## config.mk

```make
export PLATFORM = sky130hd
export DESIGN_NAME = lwu_div
export DESIGN_NICKNAME = d
export VERILOG_FILES = /design/src/hw/rtl/lwu_div.sv
export SDC_FILE = /design/constraint.sdc
export NUM_CORES = 1
export LEC_CHECK = 0
export BUFFER_PORTS_ARGS = -buffer_cell sky130_fd_sc_hd__buf_2
export CAP_MARGIN = 10
export CORE_AREA = 2 2 249 190
export DETAILED_ROUTE_END_ITERATION = 10
export DIE_AREA = 0 0 251 192
export GPL_TIMING_DRIVEN = 0
export PLACE_DENSITY_LB_ADDON = 0.05
export RECOVER_POWER = 100
export REMOVE_ABC_BUFFERS = 1
export SLEW_MARGIN = 20
export SYNTH_ARGS = -nofsm -noshare
export SYNTH_HDL_FRONTEND = slang
export SYNTH_SLANG_ARGS = --single-unit
```

## constraint.sdc

```tcl
create_clock -name clk_i -period 4.3 [get_ports clk_i]
set_input_delay 0.86 -clock clk_i [delete_from_list [all_inputs] [get_ports clk_i]]
set_output_delay 0.86 -clock clk_i [all_outputs]
set_load 0.02 [all_outputs]
```

## src/hw/rtl/lwu_div.sv

```systemverilog
// Restoring divider, one quotient bit per cycle, for the window update block.
// Numerator is left aligned by the caller; the iteration count is an input.
// Depends on lwu_pkg only through the instantiating module.
module lwu_div #(
  parameter int unsigned DW  = 81,
  parameter int unsigned ITW = 7
) (
  input  logic          clk_i,
  input  logic          rst_ni,
  input  logic          start_i,
  input  logic [DW-1:0] num_i,
  input  logic [DW-1:0] den_i,
  input  logic [ITW-1:0] iters_i,
  output logic          done_o,
  output logic [DW-1:0] quo_o,
  output logic [DW-1:0] rem_o
);

  logic [DW-1:0]  n_q, n_d, d_q, d_d, q_q, q_d, r_q, r_d;
  logic [ITW-1:0] cnt_q, cnt_d;
  logic           busy_q, busy_d, done_q, done_d;
  logic [DW:0]    trial;

  // One shift, compare and subtract per cycle.
  always_comb begin
    n_d    = n_q;
    d_d    = d_q;
    q_d    = q_q;
    r_d    = r_q;
    cnt_d  = cnt_q;
    busy_d = busy_q;
    done_d = 1'b0;
    trial  = {r_q, n_q[DW-1]};
    if (start_i) begin
      n_d    = num_i;
      d_d    = den_i;
      q_d    = '0;
      r_d    = '0;
      cnt_d  = iters_i;
      busy_d = 1'b1;
    end else if (busy_q) begin
      n_d = {n_q[DW-2:0], 1'b0};
      if (trial >= {1'b0, d_q}) begin
        r_d = DW'(trial - {1'b0, d_q});
        q_d = {q_q[DW-2:0], 1'b1};
      end else begin
        r_d = trial[DW-1:0];
        q_d = {q_q[DW-2:0], 1'b0};
      end
      cnt_d = cnt_q - ITW'(1);
      if (cnt_q == ITW'(1)) begin
        busy_d = 1'b0;
        done_d = 1'b1;
      end
    end
  end

  // Control state.
  always_ff @(posedge clk_i or negedge rst_ni) begin
    if (!rst_ni) begin
      busy_q <= 1'b0;
      done_q <= 1'b0;
      cnt_q  <= '0;
    end else begin
      busy_q <= busy_d;
      done_q <= done_d;
      cnt_q  <= cnt_d;
    end
  end

  // Datapath registers.
  always_ff @(posedge clk_i) begin
    n_q <= n_d;
    d_q <= d_d;
    q_q <= q_d;
    r_q <= r_d;
  end

  assign done_o = done_q;
  assign quo_o  = q_q;
  assign rem_o  = r_q;

endmodule

```

# Yosys cells after proc, flatten, opt, wreduce, memory -nomap -nowiden
# Index checks and enable logic that the tools add are counted.
[word_totals]
input_bits = 172
regBits = 333
latch_bits = 0
mem_bits_ro = 0
out_inout_bits = 163
ram_bits = 0
memories = 0
wordCells = 24
[classes]
bitwise_logic = 0
n_addsub = 2
muxes = 12
div_mod_pow = 0
reduce_logical = 1
n_eq_ne = 1
n_shift = 0
magnitude_cmp = 1
n_mul = 0
[op_table]
columns = ["operator", "n"]
rows = [
  ["$mux 81", 3],
  ["$ge 82x81->1", 1],
  ["$sub 81x81->81", 1],
  ["$mux 7", 2],
  ["$eq 7x1->1 const B", 1],
  ["$mux 1", 7],
  ["$sub 7x1->7 const B", 1],
  ["$reduce_bool 2->1", 1],
]

# Logic depth before layout (Yosys ltp)
[depth]
word_depth = 4
ltp_mapped = 16

# Worst setup path after synthesis
# Ideal clock, no wire load.
[synth_timing]
path_type = "input port to flip-flop"
startpoint = "input start_i"
endpoint = "register n_q[0], enable pin"
required_time_ps = 3866
setup_slack_ps = 823
arrival_time_ps = 3043
setup_time_ps = 434
path_stages = 4
path_buffers = 2
path_cell_list = "clkbuf_1 > nor2_1 > clkbuf_1 > inv_1"
[synth_between]
elab_chain_len = 1
[synth_lines]
columns = ["item", "line_no", "text"]
rows = [
  ["from (decl)", "10", "input logic start_i,"],
  ["$reduce_bool 2->1 (no source line)", "-", ""],
  ["to (signal assigned)", "73", "n_q <= n_d;"],
  ["to (decl)", "19", "logic [DW-1:0] n_q, n_d, d_q, d_d, q_q, q_d, r_q, r_d;"],
]
# No other way between the ends.
# A chain may end at the register's enable or synchronous reset.

# Worst setup path after layout
[layout_timing]
startpoint = "register d_q[0]"
endpoint = "register r_q[22] (netlist: rem_o[22])"
[layout_between]
elab_chain_len = 2
elab_cells_between_ends = 3
cone_classes = "add/sub: 1; order compare: 1; mux: 1"
[layout_lines]
columns = ["item", "line_no", "text"]
rows = [
  ["from (decl)", "19", ""],
  ["from (signal assigned)", "74", "d_q <= d_d;"],
  ["$sub 81x81->81 or $ge 82x81->1 (tied branches)", "44, 43", ""],
  ["$mux 81 (*)", "43", "if (trial >= {1'b0, d_q}) begin"],
  ["to (signal assigned)", "76", "r_q <= r_d;"],
  ["to (decl)", "19", ""],
]
# Mark *: on every way between the ends. The rest lies on a longest branch, timed or not.

==> results.sh <==
export IMPL_layout_drive_gt1_share=0.158
export IMPL_hold_viol=0
export IMPL_numCtsBuffers=38
export IMPL_r2r_end="rem_o[22]"
export IMPL_grt_pass1_vias=14300
export IMPL_r2r_cells=15
export IMPL_place_congestion=0.896
export IMPL_vias=15000
export IMPL_portBuffers=334
export IMPL_fillers=4484
export IMPL_grt_total_usage=0.214
export IMPL_required_ns=4.72
export IMPL_synthCells=1886
export IMPL_yosysUniqueCellTypes=80
export IMPL_hp_class="in -> async"
export IMPL_critPathSlowestCell="a311oi_4"
export IMPL_dpl_hpwl_mm=38.4
export IMPL_instances_no_fill=2802
export IMPL_finish_net_count=2428
export IMPL_use_met1=0.303
export IMPL_finalCritPeriodShare=0.970
export IMPL_synth_edf_count=162
export IMPL_path_clk_slew_ns=0.06
export IMPL_place_area_sq_um=20400
export IMPL_max_stage_delay_ns=0.49
export IMPL_die_area_sq_um=48200
export IMPL_worst_setup_path_end_kind="register"
export IMPL_drtIter0Drc=1077
export IMPL_max_cap_viol_count=2
export IMPL_status="finished, violations left"
export IMPL_worstMarginPinSlew_ns=2.19
export IMPL_grt_busiest_layer="met2"
export IMPL_hold_buffers=0
export IMPL_drt_total_wl_mm=52.4
export IMPL_yosysSeqAreaShare=0.460
export IMPL_ir_drop_uv=315
export IMPL_timing_final_ws_setup_ns=0.127
export IMPL_grt_pass1_wl_mm=81.7
export IMPL_h_tree_depth=2
export IMPL_dr_pass1_iters=5
export IMPL_syn_area_per_cell_sq_um=9.61
export IMPL_tns_ns=0
export IMPL_violations="capacitance limit, slew limit"
export IMPL_cts_sinks=333
export IMPL_synth_seq_cells=333
export IMPL_power_density_nw_per_um2=642
export IMPL_overflow=0
export IMPL_min_period_ns=4.17
export IMPL_grt_max_degree=108
export IMPL_cts_root_buffer="clkbuf_16"
export IMPL_area_growth_pct=18.6
export IMPL_antenna_found_initial=12
export IMPL_fin_skew_ns=0.0264
export IMPL_stdcell_area_sq_um=21500
export IMPL_fmax_mhz=240
export IMPL_cts_tree="yes"
export IMPL_setup_violations=0
export IMPL_cp_cell_sequence="ha_1 > inv_1 > fa_1 > a21o_1 > a221oi_2 > a311oi_4 > a21oi_2 > or3_4 > a2111oi_4 > o21ai_4 > buf_4 > nand2_4 > buf_12 > nand2_1 > a311oi_1"
export IMPL_cp_start_kind="register"
export IMPL_place_ws_ns=-0.569
export IMPL_crit_type="reg -> reg"
export IMPL_p_total_mw=13.8
export IMPL_worstPathArrival_ns=4.60
export IMPL_finalMaxSlewViolations=143
export IMPL_cp_max_fo=35
export IMPL_relSlewSlack=-0.458
export IMPL_drc=0
export IMPL_dp_cells=2724
export IMPL_initial_core_util=0.398
export IMPL_p_leak_nw=9.29
export IMPL_coreArea_sq_um=45600
export IMPL_synthArstFlopShare=0.0270
export IMPL_wire_per_inst_microns=18.7
export IMPL_netlist_area_sq_um=18100
export IMPL_ant_nets=0
export IMPL_rsz0062_at_grt="yes"
export IMPL_num_io_pins=335
export IMPL_cts_buffer_depth=3
export IMPL_rows=68
export IMPL_r2r_setup_slack_ns=0.13
export IMPL_reg2reg_from="d_q[0]"
export IMPL_chipHeight_microns=192
export IMPL_use_met2=0.318
export IMPL_ys_flop_type="edfxtp_1"
export IMPL_routed_via_density=5.34
export IMPL_fp_dieW_microns=251
export IMPL_clk_latency_ns=0.57
export IMPL_yosys_warnings=0
export IMPL_use_met3=0.0627
[sequential cells by signal, indices dropped and copies added, names as in the netlist]
name / flops
d_q: 81
n_q: 81
quo_o: 81
rem_o: 81
cnt_q: 7
busy_q: 1
done_o: 1
[layer usage]
metal / vias to the layer above / part of all wire / routed length, microns
met2: 410 / 0.42 / 21900
met1: 7073 / 0.48 / 25100
met5: - / 0.0018 / 96
met4: 14 / 0.023 / 1220
li1: 7383 / - / -
met3: 83 / 0.077 / 4050
[power breakdown]
group / internal, mW / switching, mW / total, mW
registers: 3.87 / 0.467 / 4.34
logic: 2.24 / 3.95 / 6.20
clock network: 1.89 / 1.38 / 3.27
[kinds of logic after synthesis]
group	Yosys count	share of synthesized area
buf+inv	214	0.0455
simple gates	585	0.141
xor+xnor	73	0.0353
mux	176	0.103
fa+ha+maj	84	0.0584
compound gates	421	0.158
flops	333	0.460
[critical path: cells and delay by family, from the launching register on]
family / cells / cell delay [ns]
buffers and inverters: 3 / 0.53
AO/OA/AOI/OAI: 7 / 1.72
flip-flops: 1 / 0.41
AND/OR/NAND/NOR: 3 / 0.87
adder cells (fa/ha/maj): 2 / 0.44
[worst max path at each step]
stage | from | end | slack (ns)
2_1_floorplan | busy_q | n_q[0] | -4.17
3_3_place_gp | busy_q | n_q[32] | -10.29
3_5_place_dp | n_q[80] | rem_o[62] | -0.57
4_1_cts | d_q[0] | rem_o[62] | 0.08
5_1_grt | n_q[80] | rem_o[69] | -0.14
6_report | d_q[0] | rem_o[22] | 0.13
[per-stage QoR]
stage               hold WS [ns]   util
floorplan                  0.525      -
global route               0.282  0.471
global placement           0.460  0.442
CTS                        0.123  0.476
finish                     0.241  0.472
detailed placement         0.463  0.448
[timing repair]
action	4_1_cts	5_1_grt
setup endpoints to repair	81	71
pin swaps	1	2
setup buffers	3	0
resized for setup	3	3
[cell type report]
class,instances,area [sq um],area share
clock inverters,12,166,0.00774
clock buffers,58,1090,0.0505
multi-input cells,1339,9020,0.420
flip-flops and latches,333,8340,0.388
diodes,5,12.5,0.000582
inverters,112,422,0.0196
repair buffers,348,1720,0.0798
well taps,595,744,0.0346
[synthesized netlist by cell type, types with 5 or more instances]
cell | instances | area, sq um
a211oi_1 | 13 | 97.6
a21o_1 | 40 | 300
a21oi_1 | 118 | 591
a221oi_1 | 5 | 43.8
a2bb2oi_1 | 5 | 43.8
a311oi_1 | 46 | 403
a31oi_1 | 14 | 87.6
and2_1 | 9 | 56.3
and3_1 | 8 | 50.1
buf_1 | 12 | 45.0
buf_2 | 8 | 40.0
clkbuf_1 | 79 | 297
dfrtp_1 | 9 | 225
dfxtp_1 | 162 | 3240
edfxtp_1 | 162 | 4860
ha_1 | 83 | 1040
inv_1 | 112 | 420
mux2_2 | 81 | 912
mux2i_1 | 95 | 951
nand2_1 | 211 | 792
nand2b_1 | 10 | 62.6
nand3_1 | 22 | 110
nand4_1 | 30 | 188
nor2_1 | 219 | 822
nor2b_1 | 7 | 43.8
nor3_1 | 28 | 140
nor3b_1 | 6 | 45.0
nor4_1 | 14 | 87.6
o211ai_1 | 12 | 90.1
o21a_1 | 8 | 60.1
o21ai_0 | 75 | 375
o21bai_1 | 18 | 135
o22ai_1 | 5 | 31.3
or3_1 | 9 | 56.3
xnor2_1 | 49 | 429
xor2_1 | 24 | 210
[placed cells by master, fill, tap and decap left out, types with 6 or more instances in the layout]
cell       netlist  layout
dfxtp_1        162     162
nor4_1          14      14
o211ai_1        12      12
or3_1            9       9
o21ai_0         75      75
edfxtp_1       162     162
dfrtp_1          9       8
xnor2_1         49      49
nand4_1         30      30
ha_1            83      83
nor3_1          28      26
a211oi_1        13      13
inv_1          112     111
mux2_2          81      81
clkbuf_8         0       6
a21o_1          40      40
a31oi_1         14      14
nor3b_1          6       6
o21bai_1        18      18
and3_1           8       8
clkbuf_1        79     177
and2_1           9       8
nand2b_1        10      10
nand3_1         22      22
xor2_1          24      24
a21oi_1        118     118
mux2i_1         95      95
o21a_1           8       8
clkbuf_16        0      38
nor2_1         219     219
nor2b_1          7       7
nand2_1        211     209
a311oi_1        46      45
buf_2            8     170
No activity file was read; power rests on OpenSTA's default activity.
