`config.mk`:
```
export PLATFORM = sky130hd
export DESIGN_NAME = lwu_mul
export DESIGN_NICKNAME = d
export VERILOG_FILES = /design/src/hw/rtl/lwu_pkg.sv /design/src/hw/rtl/lwu_mul.sv
export SDC_FILE = /design/constraint.sdc
export NUM_CORES = 2
export LEC_CHECK = 0
export BUFFER_PORTS_ARGS = -buffer_cell sky130_fd_sc_hd__buf_2
export CORE_MARGIN = 2
export CORE_UTILIZATION = 55
export CTS_BUF_LIST = sky130_fd_sc_hd__clkbuf_8 sky130_fd_sc_hd__clkbuf_16
export DETAILED_ROUTE_END_ITERATION = 16
export PLACE_DENSITY = 0.85
export SLEW_MARGIN = 0
export SYNTH_ARGS = -nofsm -noshare
export SYNTH_HDL_FRONTEND = slang
export SYNTH_SLANG_ARGS = --single-unit
```
`constraint.sdc`:
```
create_clock -name clk_i -period 10.8 [get_ports clk_i]
set_clock_uncertainty 0.15 [all_clocks]
set_input_delay 1.62 -clock clk_i [delete_from_list [all_inputs] [get_ports clk_i]]
set_output_delay 1.62 -clock clk_i [all_outputs]
set_load 0.1 [all_outputs]
```
`src/hw/rtl/lwu_pkg.sv`:
```
// Package for the LEDBAT window update block.
// Holds shared widths, reset values, register indexes and the sequencer states.
// No dependencies.
package lwu_pkg;

  // Default sizing of the top level.
  localparam int unsigned SEND_TABLE_DEPTH_DEF = 1024;
  localparam int unsigned FILTER_DEPTH_DEF     = 16;
  localparam int unsigned TIME_WIDTH_DEF       = 48;

  // Fixed field widths.
  localparam int unsigned PSN_W    = 24;
  localparam int unsigned CWND_W   = 40;
  localparam int unsigned TGT_W    = 32;
  localparam int unsigned GAIN_W   = 16;
  localparam int unsigned MINC_W   = 10;
  localparam int unsigned FLEN_W   = 5;
  localparam int unsigned BASE_W   = 32;
  localparam int unsigned PS_W     = 16;
  localparam int unsigned CFG_IDX_W = 3;
  localparam int unsigned CFG_DAT_W = 40;

  // Derived arithmetic widths.
  localparam int unsigned GP_W     = GAIN_W + PS_W;       // gain * packet size
  localparam int unsigned REF_W    = TGT_W + 1;           // target + base delay
  localparam int unsigned DEN_W    = TGT_W + 8 + CWND_W;  // (target << 8) * packets
  localparam int unsigned FLOOR_W  = MINC_W + PS_W;
  localparam int unsigned DELTA_W  = 42;                  // holds the clamp value
  localparam int unsigned NEXT_W   = 42;
  localparam int unsigned PKNUM_W  = CWND_W + 1;          // cwnd + ps - 1

  // Multiplier: second operand consumed one byte per cycle.
  localparam int unsigned MUL_B_W   = 40;
  localparam int unsigned MUL_CHUNK = 8;
  localparam int unsigned MUL_STEPS = MUL_B_W / MUL_CHUNK;

  // Delta magnitude clamp, 2^41.
  localparam logic [DELTA_W-1:0] DELTA_CLAMP = DELTA_W'(1) << 41;
  localparam logic [CWND_W-1:0]  CWND_MAX    = '1;

  // Register reset values.
  localparam logic [TGT_W-1:0]  TARGET_RST = 32'd100000000;
  localparam logic [GAIN_W-1:0] GAIN_RST   = 16'd256;
  localparam logic [MINC_W-1:0] MINC_RST   = 10'd2;
  localparam logic [FLEN_W-1:0] FLEN_RST   = 5'd4;
  localparam logic [BASE_W-1:0] BASE_RST   = 32'd0;
  localparam logic [PS_W-1:0]   PS_RST     = 16'd1024;
  localparam logic [CWND_W-1:0] INIT_RST   = 40'd65536;

  // Configuration register indexes.
  typedef enum logic [CFG_IDX_W-1:0] {
    CFG_TARGET = 3'd0,
    CFG_GAIN   = 3'd1,
    CFG_MINC   = 3'd2,
    CFG_FLEN   = 3'd3,
    CFG_BASE   = 3'd4,
    CFG_PS     = 3'd5,
    CFG_INIT   = 3'd6
  } cfg_idx_e;

  // Request kinds.
  localparam logic FUNC_SEND = 1'b0;
  localparam logic FUNC_ACK  = 1'b1;

  // Sequencer states.
  typedef enum logic [3:0] {
    ST_IDLE,
    ST_MOD,
    ST_ACCESS,
    ST_SENDRD,
    ST_SCAN,
    ST_PKTS_GO,
    ST_PKTS,
    ST_MUL_NUM,
    ST_MUL_DEN,
    ST_DIV,
    ST_UPD,
    ST_OUT
  } state_e;

endpackage

```
`src/hw/rtl/lwu_mul.sv`:
```
// Iterative multiplier for the window update block: one byte of the second
// operand per cycle. Depends on lwu_pkg for the operand layout.
module lwu_mul #(
  parameter int unsigned AW = 81
) (
  input  logic                      clk_i,
  input  logic                      rst_ni,
  input  logic                      start_i,
  input  logic [AW-1:0]             a_i,
  input  logic [lwu_pkg::MUL_B_W-1:0] b_i,
  output logic                      done_o,
  output logic [AW-1:0]             prod_o
);

  localparam int unsigned SW = $clog2(lwu_pkg::MUL_STEPS + 1);

  logic [AW-1:0]               a_q, acc_q;
  logic [lwu_pkg::MUL_B_W-1:0] b_q;
  logic [SW-1:0]               cnt_q;
  logic                        busy_q, done_q;
  logic [AW-1:0]               pp;

  // Partial product of the shifted operand and the low byte.
  assign pp = AW'(a_q * b_q[lwu_pkg::MUL_CHUNK-1:0]);

  always_ff @(posedge clk_i or negedge rst_ni) begin
    if (!rst_ni) begin
      busy_q <= 1'b0;
      done_q <= 1'b0;
      cnt_q  <= '0;
    end else begin
      done_q <= 1'b0;
      if (start_i) begin
        busy_q <= 1'b1;
        cnt_q  <= SW'(lwu_pkg::MUL_STEPS);
      end else if (busy_q) begin
        cnt_q <= cnt_q - SW'(1);
        if (cnt_q == SW'(1)) begin
          busy_q <= 1'b0;
          done_q <= 1'b1;
        end
      end
    end
  end

  // Accumulate byte by byte.
  always_ff @(posedge clk_i) begin
    if (start_i) begin
      a_q   <= a_i;
      b_q   <= b_i;
      acc_q <= '0;
    end else if (busy_q) begin
      a_q   <= a_q << lwu_pkg::MUL_CHUNK;
      b_q   <= b_q >> lwu_pkg::MUL_CHUNK;
      acc_q <= acc_q + pp;
    end
  end

  assign done_o = done_q;
  assign prod_o = acc_q;

endmodule

```
Yosys cells after proc, flatten, opt, wreduce, memory -nomap -nowiden
Index checks and enable logic that the tools add are counted.

operators by class
  reductions and logical operators = 1
  multipliers = 1
  $add $sub $neg = 2
  multiplexer cells = 12
  eq/ne operators = 1

operator list
  operator               count
  $mux W81               2
  $add A81 B81 Y81       1
  $mul A81 B8 Y81        1
  $mux W40               2
  $mux W1                6
  $mux W3                2
  $eq A3 B1 Y1 const B   1
  $sub A3 B1 Y3 const B  1
  $reduce_bool A2 Y1     1

storage, ports and cells
  output and inout port bits = 82
  logic and storage cells = 23
  bits of input ports = 124
  flip-flop bits (word level) = 207

Logic depth before layout (Yosys ltp)
  word-level depth = 4
  gate-level depth with buffers = 24
  gate-level depth less buffers = 22

Worst setup path before layout
OpenSTA, ideal clock, no wires.

  kind = input port to flip-flop
  start = input port start_i
  end = register acc_q[42], in the netlist prod_o[42]
  stages on the path = 5
  required time = 10.316 ns
  data arrival time = 5.864 ns
  slack = 4.452 ns
  setup time = 0.334 ns
  buffers on the path = 2
  cells stage by stage = clkbuf_1 -> nor2_1 -> inv_1 -> clkbuf_1 -> o32ai_1

RTL lines
  item                  RTL line       source
  from (decl)           lwu_mul.sv:8   input logic start_i,
  to (signal assigned)  lwu_mul.sv:55  acc_q <= acc_q + pp;
  to (decl)             lwu_mul.sv:17  logic [AW-1:0] a_q, acc_q;

Worst setup path in the final report
  start = register b_q[2] (netlist bit)
  end = register acc_q[78], in the netlist prod_o[78]

on the way
  longest elaborated chain between the ends = 2

RTL lines
  item                    RTL line       source
  from (decl)             lwu_mul.sv:18  logic [lwu_pkg::MUL_B_W-1:0] b_q;
  from (signal assigned)  lwu_mul.sv:50  b_q <= b_i;
  from (signal assigned)  lwu_mul.sv:54  b_q <= b_q >> lwu_pkg::MUL_CHUNK;
  $mul A81 B8 Y81         lwu_mul.sv:24  assign pp = AW'(a_q * b_q[lwu_pkg::MUL_CHUNK-1:0]);
  $add A81 B81 Y81        lwu_mul.sv:55

Every way passes these cells.
A chain may end at the register's enable or synchronous reset.

==> results_dict.tcl <==
set metrics [dict create \
    fin_crit_sh_pct 70.6 \
    hpwl_mm 58.5 \
    clk_latency_ns 0.58 \
    hold_buffers 0 \
    critical_path_class "reg -> reg" \
    die_x_um 234 \
    rsz0062_at_grt "no" \
    synthMuxAreaShare_pct 5.03 \
    cts_sinks 207 \
    pre_cts_slack_ns 3.33 \
    clockRootBuffer "clkbuf_16" \
    die_h_um 234 \
    grt_pass1_vias 23300 \
    hold-worst-slack_ns 0.348 \
    path_clk_slew_ns 0.06 \
    synth_xor_area_share_pct 2.62 \
    maxSlewHeadroom_pct 15.9 \
    dr.pass1.iters 5 \
    drv_cap 0 \
    finalSetupViolCount 0 \
    crit_arrival_ns 7.90 \
    tightest_slew_ns 1.26 \
    maxSlewViolCount 0 \
    max_clock_freq_mhz 131 \
    wl_per_cell_um 20.1 \
    num-nets-final 3910 \
    async_flop_share_pct 2.42 \
    final.setup.tns_ns 0 \
    drt-total-wl_mm 77.7 \
    cts_tree "done" \
    synth_compound_area_share_pct 7.23 \
    vias_per_cell 5.67 \
    core_area_um2 52400 \
    htreeDepth 1 \
    ys_seq_area_share_pct 18.5 \
    clock_path_buffers 3 \
    synth_cells 3058 \
    port_buffers 205 \
    via_count 22000 \
    grt-ovfl-total 0 \
    drive_gt1_share_pct 12.1 \
    synth_cell_types 64 \
    yosysWarnings 0 \
    dieArea_um2 54700 \
    synth_top_family_by_area "adder cells" \
    hold_path.class "reg -> reg" \
    rows 84 \
    synth_edf_count 121 \
    synth-simple-area-share_pct 15.8 \
    drc 0 \
    cts_made_buffers 25 \
    syn2layout_area_growth_pct 8.20 \
    finalHoldViolations 0 \
    dpl_cell_area_um2 30600 \
    worstSetupEndpointType "flop" \
    io_pins 206 \
    grt_usage_pct 29.3 \
    finalCriticalPeriod_ns 7.63 \
    stdcell_area_um2 31500 \
    start_kind "flop" \
    postRouteAntennaNets 0 \
    avgSynthCellArea_um2 9.51 \
    grt_first_pass_wirelength_mm 124 \
    ctsResizeCount 0 \
    grt_max_degree 104 \
    outcome "finished, final reports clean" \
    synthAdderAreaFrac_pct 40.4 \
    gp_congestion 0.989 \
    drt-initial-drc-count 1689 \
    postCtsSetupRepairBufs 0 \
    cp_max_fo 50 \
    syn_nets 3803 \
    synthFlopType "edfxtp_1" \
    critical_path_required_ns 11.07 \
    ys_ff_latch 207 \
    synth_area_um2 29100 \
    initial_utilization_pct 55.5 \
    antenna_found_initial 1 \
    fin_ws_ns 3.17 \
]
## logic make-up after synthesis
logic type | count (synthesis)
xor gates and xnor gates | 87
AOI/OAI and AO/OA | 324
buffers and inverters | 809
muxes | 133
adders and majority gates | 621
and+or+nand+nor | 877
DFF | 207
## cell usage in the layout (no fill, tap or decap), types with 5 or more instances in the layout
| cell | n |
|---|---|
| edfxtp_1 | 121 |
| a211oi_1 | 11 |
| a31oi_1 | 14 |
| mux2i_1 | 27 |
| inv_1 | 669 |
| nand3_1 | 16 |
| nor2b_1 | 8 |
| a21o_1 | 40 |
| o21ai_1 | 5 |
| nor3_1 | 11 |
| and2_1 | 440 |
| clkbuf_16 | 25 |
| o22ai_1 | 43 |
| ha_1 | 92 |
| o21ai_0 | 47 |
| buf_4 | 15 |
| mux2_2 | 106 |
| dfxtp_1 | 81 |
| xnor2_1 | 54 |
| a21oi_1 | 90 |
| nand2b_1 | 9 |
| and3_1 | 10 |
| buf_2 | 204 |
| o21bai_1 | 22 |
| o21a_1 | 7 |
| nand4_1 | 20 |
| nor2_1 | 73 |
| nand2_1 | 276 |
| fa_1 | 529 |
| xor2_1 | 33 |
## critical path, cell delays in order, from the launching register on
cell,delay [ns]
edfxtp_1,1.03
buf_4,0.64
and2_1,0.27
fa_1,0.43
fa_1,0.54
fa_1,0.50
inv_1,0.05
fa_1,0.48
inv_1,0.04
ha_1,0.39
nand4_1,0.25
or3_1,0.45
nor4b_1,0.58
o2111ai_1,0.46
nand2_1,0.27
a21oi_2,0.11
a31oi_1,0.34
a41oi_1,0.18
xor2_1,0.17
o22ai_1,0.09
## flip-flops by register name, indices dropped and copies added (netlist names)
register  cells
a_q          81
b_q          40
busy_q        1
cnt_q         3
done_o        1
prod_o       81
## cell type report
cell class                 count  area [um^2]
fill                        4148        21000
multi-input combinational   2042        20700
sequential                   207         5380
inverter                     669         2520
timing repair buffer         220         1140
tap                          688          861
clock buffer                  27          653
clock inverter                19          244
antenna                        2         5.00
## cells in the mapped netlist, types with 14 or more instances
master / number / area, um^2
o22ai_1: 43 / 269
a21o_1: 40 / 300
mux2i_1: 27 / 270
o21bai_1: 22 / 165
buf_1: 16 / 60.1
nand4_1: 20 / 125
a31oi_1: 14 / 87.6
o21ai_0: 47 / 235
nand3_1: 16 / 80.1
xnor2_1: 54 / 473
and2_1: 440 / 2750
fa_1: 529 / 10600
nor2_1: 73 / 274
clkbuf_1: 119 / 447
edfxtp_1: 121 / 3630
ha_1: 92 / 1150
inv_1: 669 / 2510
nand2_1: 276 / 1040
mux2_2: 106 / 1190
a21oi_1: 90 / 450
xor2_1: 33 / 289
dfxtp_1: 81 / 1620
## final timing paths
kind | from | slack (ns) | to | cells past startpoint
hold / removal | prod_o[4] | 0.35 | prod_o[4] | 2
setup / recovery | b_q[2] | 3.17 | prod_o[78] | 19
hold reg to reg | prod_o[4] | 0.35 | prod_o[4] | 2
max in group asynchronous | rst_ni | 9.65 | busy_q | 1
min in group asynchronous | rst_ni | 0.70 | done_o | 1
setup reg to reg | b_q[2] | 3.17 | prod_o[78] | 19
## metrics by stage
stage          utilization (%)  instances
2_1_floorplan                -       3058
3_3_place_gp              58.3       3826
3_5_place_dp              58.3       3826
4_1_cts                   60.0       3872
5_1_grt                   60.0       3872
6_report                  60.0       3874
## per-layer routing
layer  wire length [um]  up-vias  GRT usage [%]
li1                   -     9560              -
met1              29200    11000           38.0
met2              36500     1172           47.3
met3               7980      237           6.09
met4               4020        0           14.0
met5                  0        -              0
Power is not shown: default switching activity piles up to over one toggle a cycle in this logic, so the estimate is an artifact.
